`config.mk`:
```
export PLATFORM = sky130hd
export DESIGN_NAME = prefix_code_text_encoder_core
export DESIGN_NICKNAME = d
export VERILOG_FILES = /design/src/pcte_pkg.sv /design/src/prefix_code_text_encoder_core.sv /design/src/pcte_code.sv /design/src/pcte_pack.sv
export SDC_FILE = /design/constraint.sdc
export NUM_CORES = 1
export LEC_CHECK = 0
export ABC_AREA = 1
export BUFFER_PORTS_ARGS = -buffer_cell sky130_fd_sc_hd__buf_2
export CORE_MARGIN = 2
export CORE_UTILIZATION = 65
export DETAILED_ROUTE_END_ITERATION = 10
export PLACE_DENSITY = 0.83
export SLEW_MARGIN = 25
export SYNTH_ARGS = -nofsm -noshare
export SYNTH_HDL_FRONTEND = slang
export SYNTH_HIERARCHICAL = 1
export SYNTH_SLANG_ARGS = --single-unit
```
`constraint.sdc`:
```
create_clock -name i_clk -period 8.3 [get_ports i_clk]
set_input_delay 0.83 -clock i_clk [delete_from_list [all_inputs] [get_ports i_clk]]
set_output_delay 0.83 -clock i_clk [all_outputs]
set_load 0.02 [all_outputs]
```
`src/pcte_pkg.sv`:
```
// ----------------------------------------------------------------------------
// pcte_pkg
// Shared types and constants for the prefix code text encoder.
// ----------------------------------------------------------------------------
package pcte_pkg;

    localparam int CODE_W  = 12;   // longest code word (escape + raw byte)
    localparam int LEN_W   = 4;    // holds code lengths up to 12
    localparam int SYM_W   = 6;    // bits per output symbol
    localparam int CHAR_W  = 7;    // ASCII character
    localparam int PEND_W  = 5;    // at most five bits left over
    localparam int CNT_W   = 3;    // pending count 0..5
    localparam int MAX_OUT = 4;    // characters one item can produce
    localparam int NOUT_W  = 3;    // holds 0..4

    // readable form of the all-zero symbol
    localparam logic [CHAR_W-1:0] CHAR_ZERO_SYM = 7'h61;

    typedef struct packed {
        logic [CODE_W-1:0] bits;   // right aligned
        logic [LEN_W-1:0]  len;
    } t_code;

    typedef struct packed {
        logic [MAX_OUT-1:0][CHAR_W-1:0] chars;   // chars[0] goes out first
        logic [NOUT_W-1:0]              n;
        logic                           fin;
        logic [PEND_W-1:0]              nxt_bits;
        logic [CNT_W-1:0]               nxt_cnt;
        logic                           nxt_odd;
    } t_pack_res;

endpackage

```
`src/prefix_code_text_encoder_core.sv`:
```
// ----------------------------------------------------------------------------
// prefix_code_text_encoder_core
// Encodes text bytes with a fixed prefix code and emits the bit stream as
// readable 6-bit-symbol characters, padded to an even count per string.
// ----------------------------------------------------------------------------
//
//  channel  | direction | handshake            | payload
//  ---------+-----------+----------------------+------------------------------
//  input    | in        | i_valid / o_stall    | i_text_byte, i_final_byte
//  output   | out       | o_valid / i_stall    | o_code_char, o_final_char
//
//  Flow: an accepted item waits in the input register, then is
//    encoded in one pass into a batch of 0..4 characters. The batch drains
//    one character per cycle while i_stall is low. Items with no
//    characters pass at one per cycle while the batch is empty or its
//    last character leaves.
//  Reset: synchronous, active low; pending bits, symbol parity and both
//    item registers clear.
//  Stalls: the input register takes one more item while the batch waits
//    on i_stall; o_stall rises only when both stages are full.
//
module prefix_code_text_encoder_core (
    input  logic       i_clk,
    input  logic       i_rst_n,
    input  logic       i_valid,
    output logic       o_stall,
    input  logic [7:0] i_text_byte,
    input  logic       i_final_byte,
    output logic       o_valid,
    input  logic       i_stall,
    output logic [6:0] o_code_char,
    output logic       o_final_char
);
    import pcte_pkg::*;

    // input register
    logic              r_in_valid;
    logic [7:0]        r_in_byte;
    logic              r_in_fin;

    // coder state between bytes of one string
    logic [PEND_W-1:0] r_pend_bits;
    logic [CNT_W-1:0]  r_pend_cnt;
    logic              r_odd;

    // result batch
    logic [MAX_OUT-1:0][CHAR_W-1:0] r_chars;
    logic [NOUT_W-1:0] r_cnt;
    logic [1:0]        r_idx;
    logic              r_fin;

    t_code      w_code;
    t_pack_res  w_res;
    logic       w_take_out;
    logic       w_last;
    logic       w_batch_free;
    logic       w_enc_fire;
    logic       w_take_in;

    pcte_code u_code (
        .i_byte (r_in_byte),
        .o_code (w_code)
    );

    pcte_pack u_pack (
        .i_code      (w_code),
        .i_pend_bits (r_pend_bits),
        .i_pend_cnt  (r_pend_cnt),
        .i_odd       (r_odd),
        .i_fin       (r_in_fin),
        .o_res       (w_res)
    );

    assign o_valid      = (r_cnt != '0);
    assign w_last       = ({1'b0, r_idx} == (r_cnt - 3'd1));
    assign w_take_out   = o_valid && !i_stall;
    // batch can take a new result when empty or when its last char leaves now
    assign w_batch_free = !o_valid || (w_take_out && w_last);
    assign w_enc_fire   = r_in_valid && w_batch_free;
    assign o_stall      = r_in_valid && !w_enc_fire;
    assign w_take_in    = i_valid && !o_stall;

    assign o_code_char  = r_chars[r_idx];
    assign o_final_char = r_fin && w_last;

    // input register
    always_ff @(posedge i_clk) begin
        if (!i_rst_n) begin
            r_in_valid <= 1'b0;
        end else if (w_take_in) begin
            r_in_valid <= 1'b1;
        end else if (w_enc_fire) begin
            r_in_valid <= 1'b0;
        end
    end

    always_ff @(posedge i_clk) begin
        if (w_take_in) begin
            r_in_byte <= i_text_byte;
            r_in_fin  <= i_final_byte;
        end
    end

    // coder state advances once per encoded item
    always_ff @(posedge i_clk) begin
        if (!i_rst_n) begin
            r_pend_bits <= '0;
            r_pend_cnt  <= '0;
            r_odd       <= 1'b0;
        end else if (w_enc_fire) begin
            r_pend_bits <= w_res.nxt_bits;
            r_pend_cnt  <= w_res.nxt_cnt;
            r_odd       <= w_res.nxt_odd;
        end
    end

    // result batch: load wins over drain of the last char
    always_ff @(posedge i_clk) begin
        if (!i_rst_n) begin
            r_cnt <= '0;
            r_idx <= '0;
        end else if (w_enc_fire && (w_res.n != '0)) begin
            r_cnt <= w_res.n;
            r_idx <= '0;
        end else if (w_take_out) begin
            if (w_last) begin
                r_cnt <= '0;
                r_idx <= '0;
            end else begin
                r_idx <= r_idx + 2'd1;
            end
        end
    end

    always_ff @(posedge i_clk) begin
        if (w_enc_fire && (w_res.n != '0)) begin
            r_chars <= w_res.chars;
            r_fin   <= w_res.fin;
        end
    end

    // ------------------------------------------------------------------------
    // assertions
    // ------------------------------------------------------------------------
    a_idx_in_batch: assert property (@(posedge i_clk) disable iff (!i_rst_n)
        o_valid |-> ({1'b0, r_idx} < r_cnt) && (r_cnt <= 3'd4))
        else $error("batch index outside batch");

    a_pend_range: assert property (@(posedge i_clk) disable iff (!i_rst_n)
        r_pend_cnt <= 3'd5)
        else $error("pending count above five");

    a_final_clears: assert property (@(posedge i_clk) disable iff (!i_rst_n)
        w_enc_fire && r_in_fin |=> (r_pend_cnt == '0) && !r_odd)
        else $error("state not cleared after final byte");

    a_final_yields: assert property (@(posedge i_clk) disable iff (!i_rst_n)
        w_enc_fire && r_in_fin |-> (w_res.n != '0))
        else $error("final byte produced no character");

    a_stall_full: assert property (@(posedge i_clk) disable iff (!i_rst_n)
        o_stall |-> r_in_valid && o_valid)
        else $error("input stalled with a free stage");

endmodule

```
`src/pcte_code.sv`:
```
// ----------------------------------------------------------------------------
// pcte_code
// Prefix code lookup: one text byte to a code word and its length.
// ----------------------------------------------------------------------------
module pcte_code (
    input  logic [7:0]      i_byte,
    output pcte_pkg::t_code o_code
);
    import pcte_pkg::*;

    logic [7:0] w_low;
    logic [7:0] w_up;
    logic [7:0] w_dig;

    assign w_low = i_byte - 8'h61;   // 'a' -> 0
    assign w_up  = i_byte - 8'h2A;   // 'D' -> 26
    assign w_dig = i_byte - 8'h32;   // '2' -> 0

    always_comb begin
        o_code.len  = 4'd8;
        o_code.bits = 12'h0C0;
        if (i_byte == 8'h20) begin
            o_code = '{bits: 12'h000, len: 4'd2};
        end else if (i_byte == 8'h30) begin
            o_code = '{bits: 12'h004, len: 4'd4};
        end else if (i_byte == 8'h31) begin
            o_code = '{bits: 12'h005, len: 4'd4};
        end else if (i_byte >= 8'h32 && i_byte <= 8'h39) begin
            o_code = '{bits: {6'd0, 3'b011, w_dig[2:0]}, len: 4'd6};
        end else if (i_byte == 8'h41) begin
            o_code = '{bits: 12'h008, len: 4'd4};
        end else if (i_byte == 8'h43) begin
            o_code = '{bits: 12'h009, len: 4'd4};
        end else if (i_byte == 8'h2E) begin
            o_code = '{bits: 12'h00A, len: 4'd4};
        end else if (i_byte >= 8'h61 && i_byte <= 8'h7A) begin
            o_code.bits = {4'd0, 2'b11, w_low[5:0]};
        end else if (i_byte >= 8'h44 && i_byte <= 8'h5A) begin
            o_code.bits = {4'd0, 2'b11, w_up[5:0]};
        end else begin
            // 'B', DEL and frequent punctuation, else escape with the raw byte
            case (i_byte)
                8'h42:   o_code.bits = {4'd0, 2'b11, 6'd49};
                8'h21:   o_code.bits = {4'd0, 2'b11, 6'd50};
                8'h22:   o_code.bits = {4'd0, 2'b11, 6'd51};
                8'h5F:   o_code.bits = {4'd0, 2'b11, 6'd52};
                8'h23:   o_code.bits = {4'd0, 2'b11, 6'd53};
                8'h2B:   o_code.bits = {4'd0, 2'b11, 6'd54};
                8'h2D:   o_code.bits = {4'd0, 2'b11, 6'd55};
                8'h3D:   o_code.bits = {4'd0, 2'b11, 6'd56};
                8'h2A:   o_code.bits = {4'd0, 2'b11, 6'd57};
                8'h27:   o_code.bits = {4'd0, 2'b11, 6'd58};
                8'h26:   o_code.bits = {4'd0, 2'b11, 6'd59};
                8'h2F:   o_code.bits = {4'd0, 2'b11, 6'd60};
                8'h7F:   o_code.bits = {4'd0, 2'b11, 6'd61};
                8'h3C:   o_code.bits = {4'd0, 2'b11, 6'd62};
                8'h3E:   o_code.bits = {4'd0, 2'b11, 6'd63};
                default: o_code = '{bits: {4'b1011, i_byte}, len: 4'd12};
            endcase
        end
    end

endmodule

```
`src/pcte_pack.sv`:
```
// ----------------------------------------------------------------------------
// pcte_pack
// Appends a code word to the pending bits, cuts 6-bit symbols MSB first,
// pads on the final byte and maps symbols to readable characters.
// ----------------------------------------------------------------------------
module pcte_pack (
    input  pcte_pkg::t_code               i_code,
    input  logic [pcte_pkg::PEND_W-1:0]   i_pend_bits,
    input  logic [pcte_pkg::CNT_W-1:0]    i_pend_cnt,
    input  logic                          i_odd,
    input  logic                          i_fin,
    output pcte_pkg::t_pack_res           o_res
);
    import pcte_pkg::*;

    localparam int ACC_W = PEND_W + CODE_W;

    function automatic logic [CHAR_W-1:0] readable(input logic [SYM_W-1:0] s);
        logic [CHAR_W-1:0] r;
        r = {1'b0, s};
        if (s < 6'd26)      return r + 7'd97;
        else if (s < 6'd52) return r + 7'd39;
        else if (s < 6'd62) return r - 7'd4;
        else if (s == 6'd62) return 7'h5F;
        else                 return 7'h23;
    endfunction

    logic [ACC_W-1:0]  w_acc;
    logic [4:0]        w_total;
    logic [ACC_W-1:0]  w_sh0;
    logic [ACC_W-1:0]  w_sh1;
    logic [1:0]        w_nsym;
    logic [4:0]        w_rem5;
    logic [CNT_W-1:0]  w_rem;
    logic [PEND_W-1:0] w_rem_bits;
    logic [SYM_W-1:0]  w_pad_sym;
    logic              w_has_pad;
    logic              w_odd_after;
    logic [NOUT_W-1:0] w_slot;

    assign w_acc   = ({{CODE_W{1'b0}}, i_pend_bits} << i_code.len)
                   | {{PEND_W{1'b0}}, i_code.bits};
    assign w_total = {2'b00, i_pend_cnt} + {1'b0, i_code.len};
    assign w_sh0   = w_acc >> (w_total - 5'd6);
    assign w_sh1   = w_acc >> (w_total - 5'd12);

    always_comb begin
        if (w_total >= 5'd12) begin
            w_nsym = 2'd2;
            w_rem5 = w_total - 5'd12;
        end else if (w_total >= 5'd6) begin
            w_nsym = 2'd1;
            w_rem5 = w_total - 5'd6;
        end else begin
            w_nsym = 2'd0;
            w_rem5 = w_total;
        end
    end

    assign w_rem       = w_rem5[CNT_W-1:0];
    assign w_rem_bits  = w_acc[PEND_W-1:0] & ((5'd1 << w_rem) - 5'd1);
    assign w_pad_sym   = 6'({1'b0, w_rem_bits} << (3'd6 - w_rem));
    assign w_has_pad   = i_fin && (w_rem != '0);
    assign w_odd_after = i_odd ^ w_nsym[0] ^ w_has_pad;

    always_comb begin
        o_res.chars    = {MAX_OUT{CHAR_ZERO_SYM}};
        o_res.chars[0] = readable(w_sh0[SYM_W-1:0]);
        o_res.chars[1] = readable(w_sh1[SYM_W-1:0]);
        w_slot = {1'b0, w_nsym};
        if (w_has_pad) begin
            o_res.chars[w_slot[1:0]] = readable(w_pad_sym);
            w_slot = w_slot + 3'd1;
        end
        if (i_fin && w_odd_after) begin
            o_res.chars[w_slot[1:0]] = CHAR_ZERO_SYM;
            w_slot = w_slot + 3'd1;
        end
        o_res.n   = w_slot;
        o_res.fin = i_fin;
        if (i_fin) begin
            o_res.nxt_bits = '0;
            o_res.nxt_cnt  = '0;
            o_res.nxt_odd  = 1'b0;
        end else begin
            o_res.nxt_bits = w_rem_bits;
            o_res.nxt_cnt  = w_rem;
            o_res.nxt_odd  = w_odd_after;
        end
    end

endmodule
```
Word-level counts from Yosys, hierarchy flattened:

Cells that the tools add are included.

* add/subtract/negate cells: 21
* order comparisons: 22
* equal/unequal tests: 25
* shift operators: 5
* mux-type cells: 48
* bitwise logic cells: 8
* reduce and logical (&&, ||, !) cells: 28

Operators with widths (number)
* $pmux 12 s15: 1
* $eq 8x6->1 const B: 16
* $mux 16: 7
* $mux 7: 16
* $mux 28: 2
* $eq 8x7->1 const B: 5
* $lt 6x6->1 const B: 6
* $shr 17x5->6: 2
* $bwmux 28: 1
* $demux 7 s2: 2
* $mux 12: 2
* $mux 3: 8
* $add 6x6->7 const B: 3
* $add 6x7->7 const B: 3
* $sub 6x3->7 const B: 3
* $eq 6x6->1 const B: 3
* $lt 6x5->1 const B: 3
* $or 17x12->17: 1
* $shl 5x4->17: 1
* $and 16x16->16: 1
* $ge 8x7->1 const B: 2
* $le 8x7->1 const B: 2
* $not 16->16: 1
* $reduce_or 15->1: 1
* other kinds (36): 65

* register bits after elaboration: 53
* output and inout port bits: 10
* word-level logic and storage cells: 170

Longest topological paths before layout:

* depth after elaboration: 30
* mapped depth: 44
* gate-level depth less buffers: 43

By module:

The synthesis kept the hierarchy.

By module, submodules not included
* pcte_pack: instances 1, cells an instance 760, area each 4005.1 um^2, sequential area each 0.0 um^2
* prefix_code_text_encoder_core: instances 1, cells an instance 186, area each 2129.5 um^2, sequential area each 1441.4 um^2
* pcte_code: instances 1, cells an instance 215, area each 1148.6 um^2, sequential area each 0.0 um^2

Worst setup path before layout:

Ideal clock, no wire load.

* path type: register to register
* start: register r_in_byte[1]
* end: register r_chars[0] (netlist name) (enable)
* data arrival time: 5.727 ns
* required time: 7.937 ns
* slack: 2.210 ns
* cell stages (with the launch flop): 31
* period minus slack after synthesis: 6.090 ns
* cells stage by stage: edfxtp_1 -> inv_1 -> ha_1 -> nor2_1 -> o21ai_0 -> nand3_1 -> a31o_2 -> o21bai_1 -> fa_1 -> clkbuf_1 -> inv_1 -> clkbuf_1 -> ha_1 -> inv_1 -> o21ai_2 -> nand3_2 -> nand2_1 -> nor2_1 -> xor2_1 -> ha_1 -> nand2_4 -> nand2_1 -> nor2_1 -> inv_1 -> nand2_1 -> inv_1 -> ha_1 -> o21ai_0 -> or3_1 -> nand3_2 -> inv_2

RTL lines
* start, declared: RTL line prefix_code_text_encoder_core.sv:38 `logic [7:0] r_in_byte;`
* start signal, assigned: RTL line prefix_code_text_encoder_core.sv:99 `r_in_byte <= i_text_byte;`
* end signal, assigned: RTL line prefix_code_text_encoder_core.sv:137 `r_chars <= w_res.chars;`
* end, declared: RTL line prefix_code_text_encoder_core.sv:47 `logic [MAX_OUT-1:0][CHAR_W-1:0] r_chars;`

==> impl_metrics.py <==
metrics = {
    "pwr": {
        "power.leakage_nw": 3.69,
        "switching_share_pct": 59.4,
        "powerDensity_nw_per_um2": 427,
        "p_int_mw": 1.29,
        "p_switching_mw": 1.88,
        "p_total_mw": 3.17,
        "p_seq_share_pct": 14.0,
        "vdd_ir_drop_max_uv": 391,
        "p_clk_share_pct": 4.8,
        "combPwrFrac_pct": 81.2,
    },
    "finish": {
        "layout.nets": 1212,
        "drive_above_1_share_pct": 13.7,
        "design_area_um2": 7430,
        "fill_cells": 1040,
        "area.growth.synth_to_final_pct": 2.03,
        "n_antenna_cell": 0,
    },
    "routing": {
        "totalWireLength_um": 18800,
        "final_antenna_net_count": 0,
        "route.detailed.drc": 0,
        "via_per_inst": 5.75,
        "drtPass1Iterations": 8,
        "drt-initial-drc-count": 632,
        "num_vias": 7469,
        "avgRoutedWirePerCell_um": 14.5,
    },
    "critical_path": {
        "critPathArrivalTime_ns": 7.42,
        "reg2reg_to": "r_chars[2]",
        "cpPeakStageDelay_ns": 0.74,
        "rrSetupSlack_ns": 0.84,
        "cp_slowest_cell": "a31oi_1",
        "crit_fanout": 29,
        "reg2regPathDepth": 33,
        "crit_path_start_kind": "flop",
        "worstReg2RegStart": "r_in_byte[3]",
        "crit_required_ns": 8.26,
        "crit_path_end_kind": "flop",
        "crit_type": "flop to flop",
    },
    "clocking": {
        "clock_sink_count": 53,
        "cts_max_level": 2,
        "postCtsHoldBufs": 0,
        "postCtsSetupRepairBufs": 0,
        "post_cts_resized": 0,
        "clock_latency_ns": 0.32,
        "clk_path_buf_depth": 2,
        "clk_pin_slew_worst_paths_ns": 0.11,
        "cts_buffers": 5,
        "cts_tree": "yes",
        "root_buffer": "clkbuf_8",
    },
    "hold_path": {
        "hold_path_class": "flop to flop",
        "hold_start": "r_cnt[1]",
        "worstHoldPathCells": 2,
        "hold_end": "r_cnt[1]",
    },
    "floorplanning": {
        "fp.dieArea_um2": 12100,
        "rows": 38,
        "initial_core_util_pct": 66.9,
        "die_h_um": 110,
        "fp.coreArea_um2": 10900,
        "fp.dieW_um": 110,
        "ios": 23,
    },
    "grt": {
        "grt_max_degree": 30,
        "antenna_found_initial": 0,
        "grt.total_usage_pct": 32.1,
        "grt_pass1_vias": 6659,
        "grt_pass1_wl_um": 30900,
        "overflow": 0,
    },
    "yosys": {
        "async_flop_share_pct": 0,
        "synth_area_um2": 7280,
        "ys_seq_elements": 53,
        "yosysMostFrequentCell": "nand2_1",
        "yosysTopAreaCell": "nand2_1",
        "synthTopCellsByArea": "nand2_1 (17%), edfxtp_1 (16%), nand3_1 (11%)",
        "synthTopCellsByCount": "nand2_1 (332), nand3_1 (163), nor2_1 (118)",
        "synth_flop_cell": "edfxtp_1",
        "yosys_warnings": 6,
        "yosysTopAreaCellShare_pct": 17.1,
        "seq_area_frac_synth_pct": 19.8,
        "syn_avg_cell_area_um2": 6.27,
        "synth_cells": 1161,
        "synth_cell_types": 56,
        "synth_edf_count": 38,
    },
    "placed_design": {
        "place_area_um2": 7340,
        "place_congestion": 0.955,
        "io_buffers": 22,
        "dp_hpwl_um": 14800,
    },
    "timing": {
        "finalWorstPathRequiredPeriod_ns": 7.46,
        "fmax_mhz": 134,
        "fin_tns_setup_ns": 0,
        "finalHoldViolCount": 0,
        "period_share_pct": 89.9,
        "drv_slew": 0,
        "skew_ns": 0.0123,
        "worst_pin_slew_ns": 0.941,
        "setup_viol": 0,
        "rsz0062_at_grt": "false",
        "relSlewSlack_pct": 37.2,
    },
    "run": {
        "maxCapViolations": 0,
    },
    "run_status": {
        "outcome": "finished, final reports clean",
    },
}
-- cell type report --
| cell class | instances | area, um^2 | area share (%) |
|---|---|---|---|
| Multi-Input combinational cell | 932 | 5060 | 68.1 |
| Sequential cell | 53 | 1440 | 19.4 |
| Tap cell | 140 | 175 | 2.36 |
| Timing Repair Buffer | 24 | 125 | 1.68 |
| Inverter | 141 | 537 | 7.22 |
| Clock inverter | 3 | 25.0 | 0.337 |
| Clock buffer | 5 | 68.8 | 0.926 |
-- layer usage --
| layer | part of all wire (%) | global-route usage, % |
|---|---|---|
| met1 | 45 | 44.3 |
| met4 | 3.0 | 11.2 |
| met3 | 6.8 | 2.37 |
| met5 | 0 | 0 |
| met2 | 45 | 52.7 |
-- power groups by stage --
stage / combinational, mW / clock (mW) / sequential, mW
6_report: 2.57 / 0.153 / 0.444
5_1_grt: 2.89 / 0.166 / 0.451
4_1_cts: 2.52 / 0.155 / 0.444
3_5_place_dp: 2.51 / 0 / 0.450
3_3_place_gp: 2.49 / 0 / 0.448
2_1_floorplan: 2.04 / 0 / 0.429
-- metrics by stage --
stage          hold WS, ns  setup slack [ns]  utilization, %  cells
2_1_floorplan        0.446              2.21               -   1167
3_3_place_gp         0.471              1.31            67.4   1290
3_5_place_dp         0.481              1.04            67.4   1290
4_1_cts              0.495             0.990            68.2   1298
5_1_grt              0.519             0.227            68.2   1298
6_report             0.494             0.840            68.2   1298
-- worst max-delay path: cells and delay by family (launching register included) --
| kind | cells | cell delay, ns |
|---|---|---|
| xor+xnor | 1 | 0.32 |
| compound gates | 4 | 1.39 |
| buf+inv | 7 | 1.25 |
| simple gates | 17 | 2.31 |
| fa+ha+maj | 4 | 1.19 |
| flops | 1 | 0.63 |
-- worst max path at each step --
stage                 start          end  slack, ns
6_report       r_in_byte[3]   r_chars[2]       0.84
2_1_floorplan  r_in_byte[1]   r_chars[0]       2.21
5_1_grt        r_in_byte[1]   r_chars[2]       0.23
4_1_cts        r_in_byte[3]  r_chars[16]       0.99
3_3_place_gp   r_in_byte[0]   r_chars[2]       1.31
3_5_place_dp   r_in_byte[3]   r_chars[2]       1.04
-- kinds of logic after synthesis --
| kind of cell | share of synthesized area (%) |
|---|---|
| and+or+nand+nor | 48.3 |
| buffers and inverters | 11.1 |
| AOI/OAI and AO/OA | 10.5 |
| DFF | 19.8 |
| adders and majority gates | 7.32 |
| xor gates and xnor gates | 2.90 |
| other | 0.155 |
-- sequential cells by signal, summed over array words and instances, names as in the netlist --
| signal | count |
|---|---|
| r_chars | 28 |
| r_in_byte | 8 |
| r_pend_bits | 5 |
| r_cnt | 3 |
| r_pend_cnt | 3 |
| r_idx | 2 |
| r_fin | 1 |
| r_in_fin | 1 |
| r_in_valid | 1 |
| r_odd | 1 |
-- placed cells by master, fill, tap and decap left out, types with 3 or more instances in the layout --
cell type  instances
o21ai_0           38
nand3_1          163
conb_1             9
edfxtp_1          38
inv_4              3
nor2_4            10
nor2_1           118
inv_1            113
nand2_2           22
a31oi_1            4
a21oi_2            5
inv_2             24
o22ai_1            7
xor2_1            12
o211ai_1           6
clkbuf_8           5
xnor2_1            4
nand3_2           16
nor3_1             3
ha_1              41
nand2_1          332
buf_2             22
a21oi_1           48
nand4_1           15
nand3b_1          12
nand2_4           13
nor2_2            14
o21ai_1            8
nor3_2             3
dfxtp_1           15
Power figures use the tool's default switching activity.
